`src/rtl/arp_pkg.sv`:
```
package arp_pkg;

    // operation class picked from the relocation type
    typedef enum logic [2:0] {
        OP_NONE,
        OP_UNSUP,
        OP_D64,
        OP_D32,
        OP_D16,
        OP_MOVW,
        OP_IMM
    } op_t;

    // how the relocation value is formed from s+a and the place
    typedef enum logic [1:0] {
        KIND_ABS,
        KIND_PREL,
        KIND_PAGE
    } kind_t;

    // immediate field layouts with their scaling
    typedef enum logic [3:0] {
        IMM_LO19,
        IMM_ADR,
        IMM_ADRP,
        IMM_LO12_S0,
        IMM_LO12_S1,
        IMM_LO12_S2,
        IMM_LO12_S3,
        IMM_LO12_S4,
        IMM_TBZ14,
        IMM_B26
    } immk_t;

    typedef struct packed {
        op_t        op;
        kind_t      kind;
        logic       data_signed;
        logic [1:0] group;
        logic       mov_signed;
        immk_t      immk;
        logic       chk;
    } dec_t;

    localparam int unsigned PAGE_SHIFT   = 12;
    localparam logic [31:0] MOV_OPC_MASK = 32'h6000_0000;
    localparam logic [31:0] MOV_OPC_MOVZ = 32'h4000_0000;

    localparam logic [1:0] SIZE_NONE = 2'd0;
    localparam logic [1:0] SIZE_16   = 2'd1;
    localparam logic [1:0] SIZE_32   = 2'd2;
    localparam logic [1:0] SIZE_64   = 2'd3;

    localparam logic [1:0] ST_OK    = 2'd0;
    localparam logic [1:0] ST_OVF   = 2'd1;
    localparam logic [1:0] ST_UNSUP = 2'd2;

    localparam logic [31:0] R_NONE             = 32'd0;
    localparam logic [31:0] R_ABS64            = 32'd257;
    localparam logic [31:0] R_ABS32            = 32'd258;
    localparam logic [31:0] R_ABS16            = 32'd259;
    localparam logic [31:0] R_PREL64           = 32'd260;
    localparam logic [31:0] R_PREL32           = 32'd261;
    localparam logic [31:0] R_PREL16           = 32'd262;
    localparam logic [31:0] R_MOVW_UABS_G0     = 32'd263;
    localparam logic [31:0] R_MOVW_UABS_G0_NC  = 32'd264;
    localparam logic [31:0] R_MOVW_UABS_G1     = 32'd265;
    localparam logic [31:0] R_MOVW_UABS_G1_NC  = 32'd266;
    localparam logic [31:0] R_MOVW_UABS_G2     = 32'd267;
    localparam logic [31:0] R_MOVW_UABS_G2_NC  = 32'd268;
    localparam logic [31:0] R_MOVW_UABS_G3     = 32'd269;
    localparam logic [31:0] R_MOVW_SABS_G0     = 32'd270;
    localparam logic [31:0] R_MOVW_SABS_G1     = 32'd271;
    localparam logic [31:0] R_MOVW_SABS_G2     = 32'd272;
    localparam logic [31:0] R_LD_PREL_LO19     = 32'd273;
    localparam logic [31:0] R_ADR_PREL_LO21    = 32'd274;
    localparam logic [31:0] R_ADR_PREL_PG_HI21 = 32'd275;
    localparam logic [31:0] R_ADR_PG_HI21_NC   = 32'd276;
    localparam logic [31:0] R_ADD_ABS_LO12_NC  = 32'd277;
    localparam logic [31:0] R_LDST8_LO12_NC    = 32'd278;
    localparam logic [31:0] R_TSTBR14          = 32'd279;
    localparam logic [31:0] R_CONDBR19         = 32'd280;
    localparam logic [31:0] R_JUMP26           = 32'd282;
    localparam logic [31:0] R_CALL26           = 32'd283;
    localparam logic [31:0] R_LDST16_LO12_NC   = 32'd284;
    localparam logic [31:0] R_LDST32_LO12_NC   = 32'd285;
    localparam logic [31:0] R_LDST64_LO12_NC   = 32'd286;
    localparam logic [31:0] R_MOVW_PREL_G0     = 32'd287;
    localparam logic [31:0] R_MOVW_PREL_G0_NC  = 32'd288;
    localparam logic [31:0] R_MOVW_PREL_G1     = 32'd289;
    localparam logic [31:0] R_MOVW_PREL_G1_NC  = 32'd290;
    localparam logic [31:0] R_MOVW_PREL_G2     = 32'd291;
    localparam logic [31:0] R_MOVW_PREL_G2_NC  = 32'd292;
    localparam logic [31:0] R_MOVW_PREL_G3     = 32'd293;
    localparam logic [31:0] R_LDST128_LO12_NC  = 32'd299;

endpackage

```
`src/rtl/aarch64_relocation_patcher_core.sv`:
```
// aarch64 elf rela relocation patcher
//
// one relocation comes in per s_ transaction: type, place address, symbol
// value, addend and the old contents of the place. one result leaves per
// m_ transaction: the patched word, the write size and a status
// (ok, checked overflow, unsupported type)
//
// two register stages: the input register holds the type, place, old word
// and the sum symbol+addend; the result register holds the patched word.
// decode, the pc/page subtraction, field insert and range check sit
// between them
// a transaction accepted on s_ is held in the input register, then in the
// result register, which drives m_
// throughput: one relocation per cycle while m_tready stays high
// when the receiver stalls, the result holds and one more relocation
// waits in the input register before s_tready falls
// reset (aresetn low at a clock edge) empties both stages
module aarch64_relocation_patcher_core (
    input  logic         aclk,
    input  logic         aresetn,

    input  logic         s_tvalid,
    output logic         s_tready,
    // action[31:0], place_address[95:32], symbol_value[159:96],
    // addend[223:160], old_word[287:224]
    input  logic [287:0] s_tdata,

    output logic         m_tvalid,
    input  logic         m_tready,
    // new_word[63:0], write_size[65:64], status[67:66], zero fill[71:68]
    output logic [71:0]  m_tdata
);

    // input stage
    logic        in_valid_reg, in_valid_next;
    logic [31:0] act_reg;
    logic [63:0] place_reg;
    logic [63:0] sa_reg;
    logic [63:0] old_reg;

    // result stage
    logic        out_valid_reg, out_valid_next;
    logic [63:0] word_reg;
    logic [1:0]  size_reg;
    logic [1:0]  status_reg;

    logic        load_in;
    logic        advance;

    arp_pkg::dec_t dec;
    logic [63:0]   new_word;
    logic [1:0]    write_size;
    logic [1:0]    status;

    // result stage can take a new value when empty or being drained
    assign advance  = !out_valid_reg || m_tready;
    assign s_tready = !in_valid_reg || advance;
    assign load_in  = s_tvalid && s_tready;

    always_comb begin
        in_valid_next  = in_valid_reg;
        out_valid_next = out_valid_reg;
        if (advance) begin
            out_valid_next = in_valid_reg;
            in_valid_next  = 1'b0;
        end
        if (load_in) begin
            in_valid_next = 1'b1;
        end
    end

    always_ff @(posedge aclk) begin
        if (!aresetn) begin
            in_valid_reg  <= 1'b0;
            out_valid_reg <= 1'b0;
        end else begin
            in_valid_reg  <= in_valid_next;
            out_valid_reg <= out_valid_next;
        end
    end

    // s+a is formed on the way in, modulo 2^64
    always_ff @(posedge aclk) begin
        if (load_in) begin
            act_reg   <= s_tdata[31:0];
            place_reg <= s_tdata[95:32];
            sa_reg    <= s_tdata[159:96] + s_tdata[223:160];
            old_reg   <= s_tdata[287:224];
        end
    end

    arp_decode u_decode (
        .action (act_reg),
        .dec    (dec)
    );

    arp_patch u_patch (
        .dec           (dec),
        .place_address (place_reg),
        .sym_add       (sa_reg),
        .old_word      (old_reg),
        .new_word      (new_word),
        .write_size    (write_size),
        .status        (status)
    );

    always_ff @(posedge aclk) begin
        if (in_valid_reg && advance) begin
            word_reg   <= new_word;
            size_reg   <= write_size;
            status_reg <= status;
        end
    end

    assign m_tvalid = out_valid_reg;
    assign m_tdata  = {4'b0000, status_reg, size_reg, word_reg};

endmodule

```
`src/rtl/arp_decode.sv`:
```
module arp_decode (
    input  logic [31:0]  action,
    output arp_pkg::dec_t dec
);

    always_comb begin
        dec.op          = arp_pkg::OP_UNSUP;
        dec.kind        = arp_pkg::KIND_ABS;
        dec.data_signed = 1'b0;
        dec.group       = 2'd0;
        dec.mov_signed  = 1'b0;
        dec.immk        = arp_pkg::IMM_LO19;
        dec.chk         = 1'b1;
        case (action)
            arp_pkg::R_NONE: begin
                dec.op  = arp_pkg::OP_NONE;
                dec.chk = 1'b0;
            end
            arp_pkg::R_ABS64: begin
                dec.op  = arp_pkg::OP_D64;
                dec.chk = 1'b0;
            end
            arp_pkg::R_PREL64: begin
                dec.op   = arp_pkg::OP_D64;
                dec.kind = arp_pkg::KIND_PREL;
                dec.chk  = 1'b0;
            end
            arp_pkg::R_ABS32: begin
                dec.op = arp_pkg::OP_D32;
            end
            arp_pkg::R_PREL32: begin
                dec.op          = arp_pkg::OP_D32;
                dec.kind        = arp_pkg::KIND_PREL;
                dec.data_signed = 1'b1;
            end
            arp_pkg::R_ABS16: begin
                dec.op = arp_pkg::OP_D16;
            end
            arp_pkg::R_PREL16: begin
                dec.op          = arp_pkg::OP_D16;
                dec.kind        = arp_pkg::KIND_PREL;
                dec.data_signed = 1'b1;
            end
            // unsigned absolute movw groups
            arp_pkg::R_MOVW_UABS_G0: begin
                dec.op = arp_pkg::OP_MOVW;
            end
            arp_pkg::R_MOVW_UABS_G0_NC: begin
                dec.op  = arp_pkg::OP_MOVW;
                dec.chk = 1'b0;
            end
            arp_pkg::R_MOVW_UABS_G1: begin
                dec.op    = arp_pkg::OP_MOVW;
                dec.group = 2'd1;
            end
            arp_pkg::R_MOVW_UABS_G1_NC: begin
                dec.op    = arp_pkg::OP_MOVW;
                dec.group = 2'd1;
                dec.chk   = 1'b0;
            end
            arp_pkg::R_MOVW_UABS_G2: begin
                dec.op    = arp_pkg::OP_MOVW;
                dec.group = 2'd2;
            end
            arp_pkg::R_MOVW_UABS_G2_NC: begin
                dec.op    = arp_pkg::OP_MOVW;
                dec.group = 2'd2;
                dec.chk   = 1'b0;
            end
            arp_pkg::R_MOVW_UABS_G3: begin
                dec.op    = arp_pkg::OP_MOVW;
                dec.group = 2'd3;
                dec.chk   = 1'b0;
            end
            // signed absolute movw groups
            arp_pkg::R_MOVW_SABS_G0: begin
                dec.op         = arp_pkg::OP_MOVW;
                dec.mov_signed = 1'b1;
            end
            arp_pkg::R_MOVW_SABS_G1: begin
                dec.op         = arp_pkg::OP_MOVW;
                dec.group      = 2'd1;
                dec.mov_signed = 1'b1;
            end
            arp_pkg::R_MOVW_SABS_G2: begin
                dec.op         = arp_pkg::OP_MOVW;
                dec.group      = 2'd2;
                dec.mov_signed = 1'b1;
            end
            // pc-relative movw groups
            arp_pkg::R_MOVW_PREL_G0: begin
                dec.op         = arp_pkg::OP_MOVW;
                dec.kind       = arp_pkg::KIND_PREL;
                dec.mov_signed = 1'b1;
            end
            arp_pkg::R_MOVW_PREL_G0_NC: begin
                dec.op   = arp_pkg::OP_MOVW;
                dec.kind = arp_pkg::KIND_PREL;
                dec.chk  = 1'b0;
            end
            arp_pkg::R_MOVW_PREL_G1: begin
                dec.op         = arp_pkg::OP_MOVW;
                dec.kind       = arp_pkg::KIND_PREL;
                dec.group      = 2'd1;
                dec.mov_signed = 1'b1;
            end
            arp_pkg::R_MOVW_PREL_G1_NC: begin
                dec.op    = arp_pkg::OP_MOVW;
                dec.kind  = arp_pkg::KIND_PREL;
                dec.group = 2'd1;
                dec.chk   = 1'b0;
            end
            arp_pkg::R_MOVW_PREL_G2: begin
                dec.op         = arp_pkg::OP_MOVW;
                dec.kind       = arp_pkg::KIND_PREL;
                dec.group      = 2'd2;
                dec.mov_signed = 1'b1;
            end
            arp_pkg::R_MOVW_PREL_G2_NC: begin
                dec.op    = arp_pkg::OP_MOVW;
                dec.kind  = arp_pkg::KIND_PREL;
                dec.group = 2'd2;
                dec.chk   = 1'b0;
            end
            arp_pkg::R_MOVW_PREL_G3: begin
                dec.op         = arp_pkg::OP_MOVW;
                dec.kind       = arp_pkg::KIND_PREL;
                dec.group      = 2'd3;
                dec.mov_signed = 1'b1;
                dec.chk        = 1'b0;
            end
            arp_pkg::R_LD_PREL_LO19, arp_pkg::R_CONDBR19: begin
                dec.op   = arp_pkg::OP_IMM;
                dec.kind = arp_pkg::KIND_PREL;
                dec.immk = arp_pkg::IMM_LO19;
            end
            arp_pkg::R_ADR_PREL_LO21: begin
                dec.op   = arp_pkg::OP_IMM;
                dec.kind = arp_pkg::KIND_PREL;
                dec.immk = arp_pkg::IMM_ADR;
            end
            arp_pkg::R_ADR_PREL_PG_HI21: begin
                dec.op   = arp_pkg::OP_IMM;
                dec.kind = arp_pkg::KIND_PAGE;
                dec.immk = arp_pkg::IMM_ADRP;
            end
            arp_pkg::R_ADR_PG_HI21_NC: begin
                dec.op   = arp_pkg::OP_IMM;
                dec.kind = arp_pkg::KIND_PAGE;
                dec.immk = arp_pkg::IMM_ADRP;
                dec.chk  = 1'b0;
            end
            arp_pkg::R_ADD_ABS_LO12_NC, arp_pkg::R_LDST8_LO12_NC: begin
                dec.op   = arp_pkg::OP_IMM;
                dec.immk = arp_pkg::IMM_LO12_S0;
                dec.chk  = 1'b0;
            end
            arp_pkg::R_LDST16_LO12_NC: begin
                dec.op   = arp_pkg::OP_IMM;
                dec.immk = arp_pkg::IMM_LO12_S1;
                dec.chk  = 1'b0;
            end
            arp_pkg::R_LDST32_LO12_NC: begin
                dec.op   = arp_pkg::OP_IMM;
                dec.immk = arp_pkg::IMM_LO12_S2;
                dec.chk  = 1'b0;
            end
            arp_pkg::R_LDST64_LO12_NC: begin
                dec.op   = arp_pkg::OP_IMM;
                dec.immk = arp_pkg::IMM_LO12_S3;
                dec.chk  = 1'b0;
            end
            arp_pkg::R_LDST128_LO12_NC: begin
                dec.op   = arp_pkg::OP_IMM;
                dec.immk = arp_pkg::IMM_LO12_S4;
                dec.chk  = 1'b0;
            end
            arp_pkg::R_TSTBR14: begin
                dec.op   = arp_pkg::OP_IMM;
                dec.kind = arp_pkg::KIND_PREL;
                dec.immk = arp_pkg::IMM_TBZ14;
            end
            arp_pkg::R_JUMP26, arp_pkg::R_CALL26: begin
                dec.op   = arp_pkg::OP_IMM;
                dec.kind = arp_pkg::KIND_PREL;
                dec.immk = arp_pkg::IMM_B26;
            end
            default: begin
                dec.op = arp_pkg::OP_UNSUP;
            end
        endcase
    end

endmodule

```
`src/rtl/arp_patch.sv`:
```
module arp_patch (
    input  arp_pkg::dec_t dec,
    input  logic [63:0]   place_address,
    input  logic [63:0]   sym_add,
    input  logic [63:0]   old_word,
    output logic [63:0]   new_word,
    output logic [1:0]    write_size,
    output logic [1:0]    status
);

    localparam int unsigned PS = arp_pkg::PAGE_SHIFT;

    logic [63:0]    d;
    logic [63-PS:0] page_diff;
    logic [63:0]    mov_v;
    logic [63:0]    mov_imm;
    logic [31:0]    insn;
    logic           ovf;

    assign page_diff = sym_add[63:PS] - place_address[63:PS];

    always_comb begin
        case (dec.kind)
            arp_pkg::KIND_ABS:  d = sym_add;
            arp_pkg::KIND_PREL: d = sym_add - place_address;
            arp_pkg::KIND_PAGE: d = {page_diff, {PS{1'b0}}};
            default:            d = sym_add;
        endcase
    end

    // movw: arithmetic shift by the group, then one's complement for negative signed values
    always_comb begin
        case (dec.group)
            2'd0:    mov_v = d;
            2'd1:    mov_v = {{16{d[63]}}, d[63:16]};
            2'd2:    mov_v = {{32{d[63]}}, d[63:32]};
            2'd3:    mov_v = {{48{d[63]}}, d[63:48]};
            default: mov_v = d;
        endcase
        mov_imm = (dec.mov_signed && d[63]) ? ~mov_v : mov_v;
    end

    always_comb begin
        insn       = old_word[31:0];
        ovf        = 1'b0;
        new_word   = old_word;
        write_size = arp_pkg::SIZE_32;
        case (dec.op)
            arp_pkg::OP_NONE, arp_pkg::OP_UNSUP: begin
                write_size = arp_pkg::SIZE_NONE;
            end
            arp_pkg::OP_D64: begin
                new_word   = d;
                write_size = arp_pkg::SIZE_64;
            end
            arp_pkg::OP_D32: begin
                new_word = {old_word[63:32], d[31:0]};
                ovf      = dec.data_signed ? !((&d[63:31]) || !(|d[63:31])) : (|d[63:32]);
            end
            arp_pkg::OP_D16: begin
                new_word   = {old_word[63:16], d[15:0]};
                write_size = arp_pkg::SIZE_16;
                ovf        = dec.data_signed ? !((&d[63:15]) || !(|d[63:15])) : (|d[63:16]);
            end
            arp_pkg::OP_MOVW: begin
                if (dec.mov_signed) begin
                    insn = insn & ~arp_pkg::MOV_OPC_MASK;
                    if (!d[63]) begin
                        insn = insn | arp_pkg::MOV_OPC_MOVZ;
                    end
                end
                insn     = {insn[31:21], mov_imm[15:0], insn[4:0]};
                ovf      = |mov_imm[63:16];
                new_word = {old_word[63:32], insn};
            end
            arp_pkg::OP_IMM: begin
                case (dec.immk)
                    arp_pkg::IMM_LO19: begin
                        insn = {insn[31:24], d[20:2], insn[4:0]};
                        ovf  = !((&d[63:20]) || !(|d[63:20]));
                    end
                    arp_pkg::IMM_ADR: begin
                        insn = {insn[31], d[1:0], insn[28:24], d[20:2], insn[4:0]};
                        ovf  = !((&d[63:20]) || !(|d[63:20]));
                    end
                    arp_pkg::IMM_ADRP: begin
                        insn = {insn[31], d[13:12], insn[28:24], d[32:14], insn[4:0]};
                        ovf  = !((&d[63:32]) || !(|d[63:32]));
                    end
                    arp_pkg::IMM_LO12_S0: insn = {insn[31:22], d[11:0], insn[9:0]};
                    arp_pkg::IMM_LO12_S1: insn = {insn[31:22], 1'b0, d[11:1], insn[9:0]};
                    arp_pkg::IMM_LO12_S2: insn = {insn[31:22], 2'b0, d[11:2], insn[9:0]};
                    arp_pkg::IMM_LO12_S3: insn = {insn[31:22], 3'b0, d[11:3], insn[9:0]};
                    arp_pkg::IMM_LO12_S4: insn = {insn[31:22], 4'b0, d[11:4], insn[9:0]};
                    arp_pkg::IMM_TBZ14: begin
                        insn = {insn[31:19], d[15:2], insn[4:0]};
                        ovf  = !((&d[63:15]) || !(|d[63:15]));
                    end
                    arp_pkg::IMM_B26: begin
                        insn = {insn[31:26], d[27:2]};
                        ovf  = !((&d[63:27]) || !(|d[63:27]));
                    end
                    default: insn = old_word[31:0];
                endcase
                new_word = {old_word[63:32], insn};
            end
            default: begin
                write_size = arp_pkg::SIZE_NONE;
            end
        endcase
    end

    always_comb begin
        if (dec.op == arp_pkg::OP_UNSUP) begin
            status = arp_pkg::ST_UNSUP;
        end else if (dec.chk && ovf) begin
            status = arp_pkg::ST_OVF;
        end else begin
            status = arp_pkg::ST_OK;
        end
    end

endmodule

```
`config.mk`:
```
export PLATFORM = sky130hd
export DESIGN_NAME = aarch64_relocation_patcher_core
export DESIGN_NICKNAME = d
export VERILOG_FILES = /design/src/rtl/arp_pkg.sv /design/src/rtl/aarch64_relocation_patcher_core.sv /design/src/rtl/arp_decode.sv /design/src/rtl/arp_patch.sv
export SDC_FILE = /design/constraint.sdc
export NUM_CORES = 1
export LEC_CHECK = 0
export BUFFER_PORTS_ARGS = -buffer_cell sky130_fd_sc_hd__buf_2
export CAP_MARGIN = 20
export CORE_ASPECT_RATIO = 0.9
export CORE_MARGIN = 4
export CORE_UTILIZATION = 45
export DETAILED_ROUTE_END_ITERATION = 8
export PLACE_DENSITY = 0.65
export REMOVE_ABC_BUFFERS = 1
export SLEW_MARGIN = 30
export SYNTH_ARGS = -nofsm -noshare
export SYNTH_HDL_FRONTEND = slang
export SYNTH_HIERARCHICAL = 1
export SYNTH_SLANG_ARGS = --single-unit
```
`constraint.sdc`:
```
create_clock -name aclk -period 17.23 [get_ports aclk]
set_input_delay 0 -clock aclk [delete_from_list [all_inputs] [get_ports aclk]]
set_output_delay 0 -clock aclk [all_outputs]
set_load 0.05 [all_outputs]
```
==> flow_metrics.tcl <==
set metrics [dict create \
    status "complete, but fails checks" \
    violations "DRC" \
    hold_viol 0 \
    first_iter_violations 3934 \
    overflow 0 \
    synth_ff_type "edfxtp_1" \
    netlist_top_cells_area "edfxtp_1 34%, ha_1 6.2%, a21oi_1 5.2%" \
    ios 366 \
    coreArea_um2 57330 \
    synth.avg_cell_area_um2 8.658 \
    synth_seq_cells 294 \
    clkTransAtPathRegs_ns 0.06 \
    relSlewSlack_pct 18.59 \
    ys_seq_area_share_pct 33.68 \
    drt-total-wl_um 118100 \
    drv_slew 0 \
    port_buffers 361 \
    setup_violations 0 \
    postSynthCellCount 3021 \
    switching_share_pct 39.28 \
    grt_max_degree 77 \
    cts.sinks 294 \
    crit_buf_inv 3 \
    clockRootBuffer "clkbuf_16" \
    critPathRequiredTime_ns 17.55 \
    synthTopCellsByCount "335 x nand2_1, 292 x edfxtp_1, 271 x a21oi_1, 236 x nor2_1, 163 x o21ai_0" \
    wl_per_cell_um 27.34 \
    power.switching_mw 1.023 \
    synth_cell_type_count 115 \
    syn_to_final_growth_pct 22.65 \
    fin_crit_ns 7.720 \
    power.share.combinational_pct 39.8 \
    finish.utilization_pct 55.96 \
    netlist_area_um2 26160 \
    crit_path_end_kind "flip-flop" \
    synth_top_cell_by_area "edfxtp_1" \
    maxCapViolCount 0 \
    grt.total_usage_pct 36.15 \
    hold_class "in2reg" \
    h-tree-depth 1 \
    rsz0062_at_grt "false" \
    synth_top_area_share_pct 33.52 \
    nNetsFinal 3960 \
    ir_worst_vdd_uv 79.94 \
    worstMarginPinSlew_ns 1.221 \
    path_cells "nor4_1 > nand4_1 > nor2_1 > nand2_1 > nor4_1 > ha_2 > buf_4 > clkinv_1 > buf_4 > nand2_1 > or4_1 > nand4_1 > or3_1 > nand3_1 > o211a_1 > a221o_1 > a2111o_1 > a211o_1 > a2111oi_2 > o211ai_1" \
    fillers 5112 \
    grt_pass1_wl_um 172300 \
    ys.warnings.count 6 \
    clockPowerShare_pct 25.1 \
    clock_latency_ns 0.61 \
    cts_tree "done" \
    cts-buffers-inserted 31 \
    final_cells 4321 \
    tns_ns 0 \
    dpl_cell_area_um2 28510 \
    cpLargestDelayFamily "simple AND/OR/NAND/NOR gates" \
    critPathLaunchType "flip-flop" \
    synth_edf_count 292 \
    grt_antenna_before_repair 4 \
    num_rows 83 \
    ant_nets 0 \
    finClkSkew_ns 0.02981 \
    leakagePower_nw 12.32 \
    clockBufferDepth 3 \
    path_class "reg2reg" \
    first_global_vias 27460 \
    synth.most_common_cell "nand2_1" \
    dp.final_hpwl_um 89350 \
    synthArstFlopShare_pct 0 \
    drive_gt1_share_pct 16.46 \
    vias 28830 \
    drc 2 \
    critPathSlowestCell "or4_1" \
    gp_congestion 1.084 \
    seq_power_share_pct 35.1 \
    max_freq_mhz 129.5 \
    critPathMaxFanout 38 \
    p_per_area_nw_per_um2 81.19 \
    die_h_um 236.7 \
    avgViaCountPerCell 6.671 \
    place_inst 4010 \
    final_area_um2 32080 \
    critPathArrivalTime_ns 8.04 \
    postCtsSetupRepairBufs 0 \
    start_util_pct 45.63 \
    p_int_mw 1.582 \
    period_share_pct 44.80 \
    die_w_um 262.1 \
    drt_pass1_iterations 9 \
    die_area_um2 62050 \
    timing.critical_path.slowest_cell_delay_ns 0.72 \
    hold_ws_ns 0.02818 \
]
through the flow:
stage          power (mW)  setup WS [ns]
3_3_place_gp        1.848          9.826
3_5_place_dp        1.856          9.696
2_1_floorplan       1.504          9.429
4_1_cts             2.568          9.690
6_report            2.604          9.510
5_1_grt             2.703          9.254
worst reg2reg max path, stage by stage (launching register included):
cell       delay (ns)
edfxtp_1         0.36
nor4_1           0.32
nand4_1          0.26
nor2_1           0.43
nand2_1          0.38
nor4_1           0.51
ha_2             0.37
buf_4            0.30
clkinv_1         0.11
buf_4            0.48
nand2_1          0.73
or4_1            0.74
nand4_1          0.12
or3_1            0.45
nand3_1          0.32
o211a_1          0.21
a221o_1          0.31
a2111o_1         0.35
a211o_1          0.25
a2111oi_2        0.30
o211ai_1         0.15
cell usage in the layout (no fill, tap or decap), drive strengths merged, types with 42 or more instances in the layout:
cell type	instances
buf	408
nand2	335
edfxtp	292
nand3	56
o21ai	221
nor3	84
ha	130
inv	126
xnor2	80
a211oi	42
o221ai	43
nand4	102
a21o	53
dlygate4sd3	257
nor2	237
a21oi	281
what timing repair did:
| action | in CTS | in global routing |
|---|---|---|
| hold buffers | 257 | 0 |
| endpoints found under the hold margin | 209 | 0 |
| resized for setup | 0 | 0 |
final timing paths:
check	from	to	slack, ns	cells past startpoint
worst max-delay path	act_reg[27]	status_reg[0]	9.51	20
worst min-delay path	s_tdata[149]	sa_reg[53]	0.03	3
worst max register to register	act_reg[27]	status_reg[0]	9.51	20
worst min register to register	old_reg[46]	word_reg[46]	0.52	2
final cells by class:
| cell class | count | area [um2] | area share, % |
|---|---|---|---|
| clock inverter | 19 | 202.7 | 0.6318 |
| tap | 765 | 957.2 | 2.984 |
| sequential | 294 | 8808 | 27.46 |
| clock buffer | 32 | 779.5 | 2.430 |
| timing repair buffer | 665 | 4730 | 14.74 |
| antenna | 3 | 7.507 | 0.02340 |
| multi-input combinational | 2419 | 16130 | 50.28 |
| inverter | 124 | 465.4 | 1.451 |
power groups by stage:
stage	Clock, mW	Sequential (mW)	Combinational [mW]
after CTS	0.667	0.910	0.990
after floorplan	0	0.922	0.582
after detailed placement	0	0.925	0.931
after global placement	0	0.925	0.923
after global routing	0.697	0.916	1.09
final	0.653	0.914	1.04
kinds of logic after synthesis:
group | count (synthesis) | synth area share [%]
xor gates and xnor gates | 121 | 4.052
buffers and inverters | 311 | 4.946
muxes | 54 | 2.980
adders and majority gates | 133 | 6.448
DFF | 294 | 33.68
and+or+nand+nor | 1062 | 20.45
AOI/OAI and AO/OA | 1045 | 27.43
other | 1 | 0.01434
per-layer routing:
| layer | GRT usage, % | share of wire, % |
|---|---|---|
| met5 | 0 | 0.011 |
| met4 | 14.00 | 4.8 |
| met3 | 8.106 | 11 |
| met2 | 56.29 | 44 |
| met1 | 49.08 | 40 |
Power figures use the tool's default switching activity.
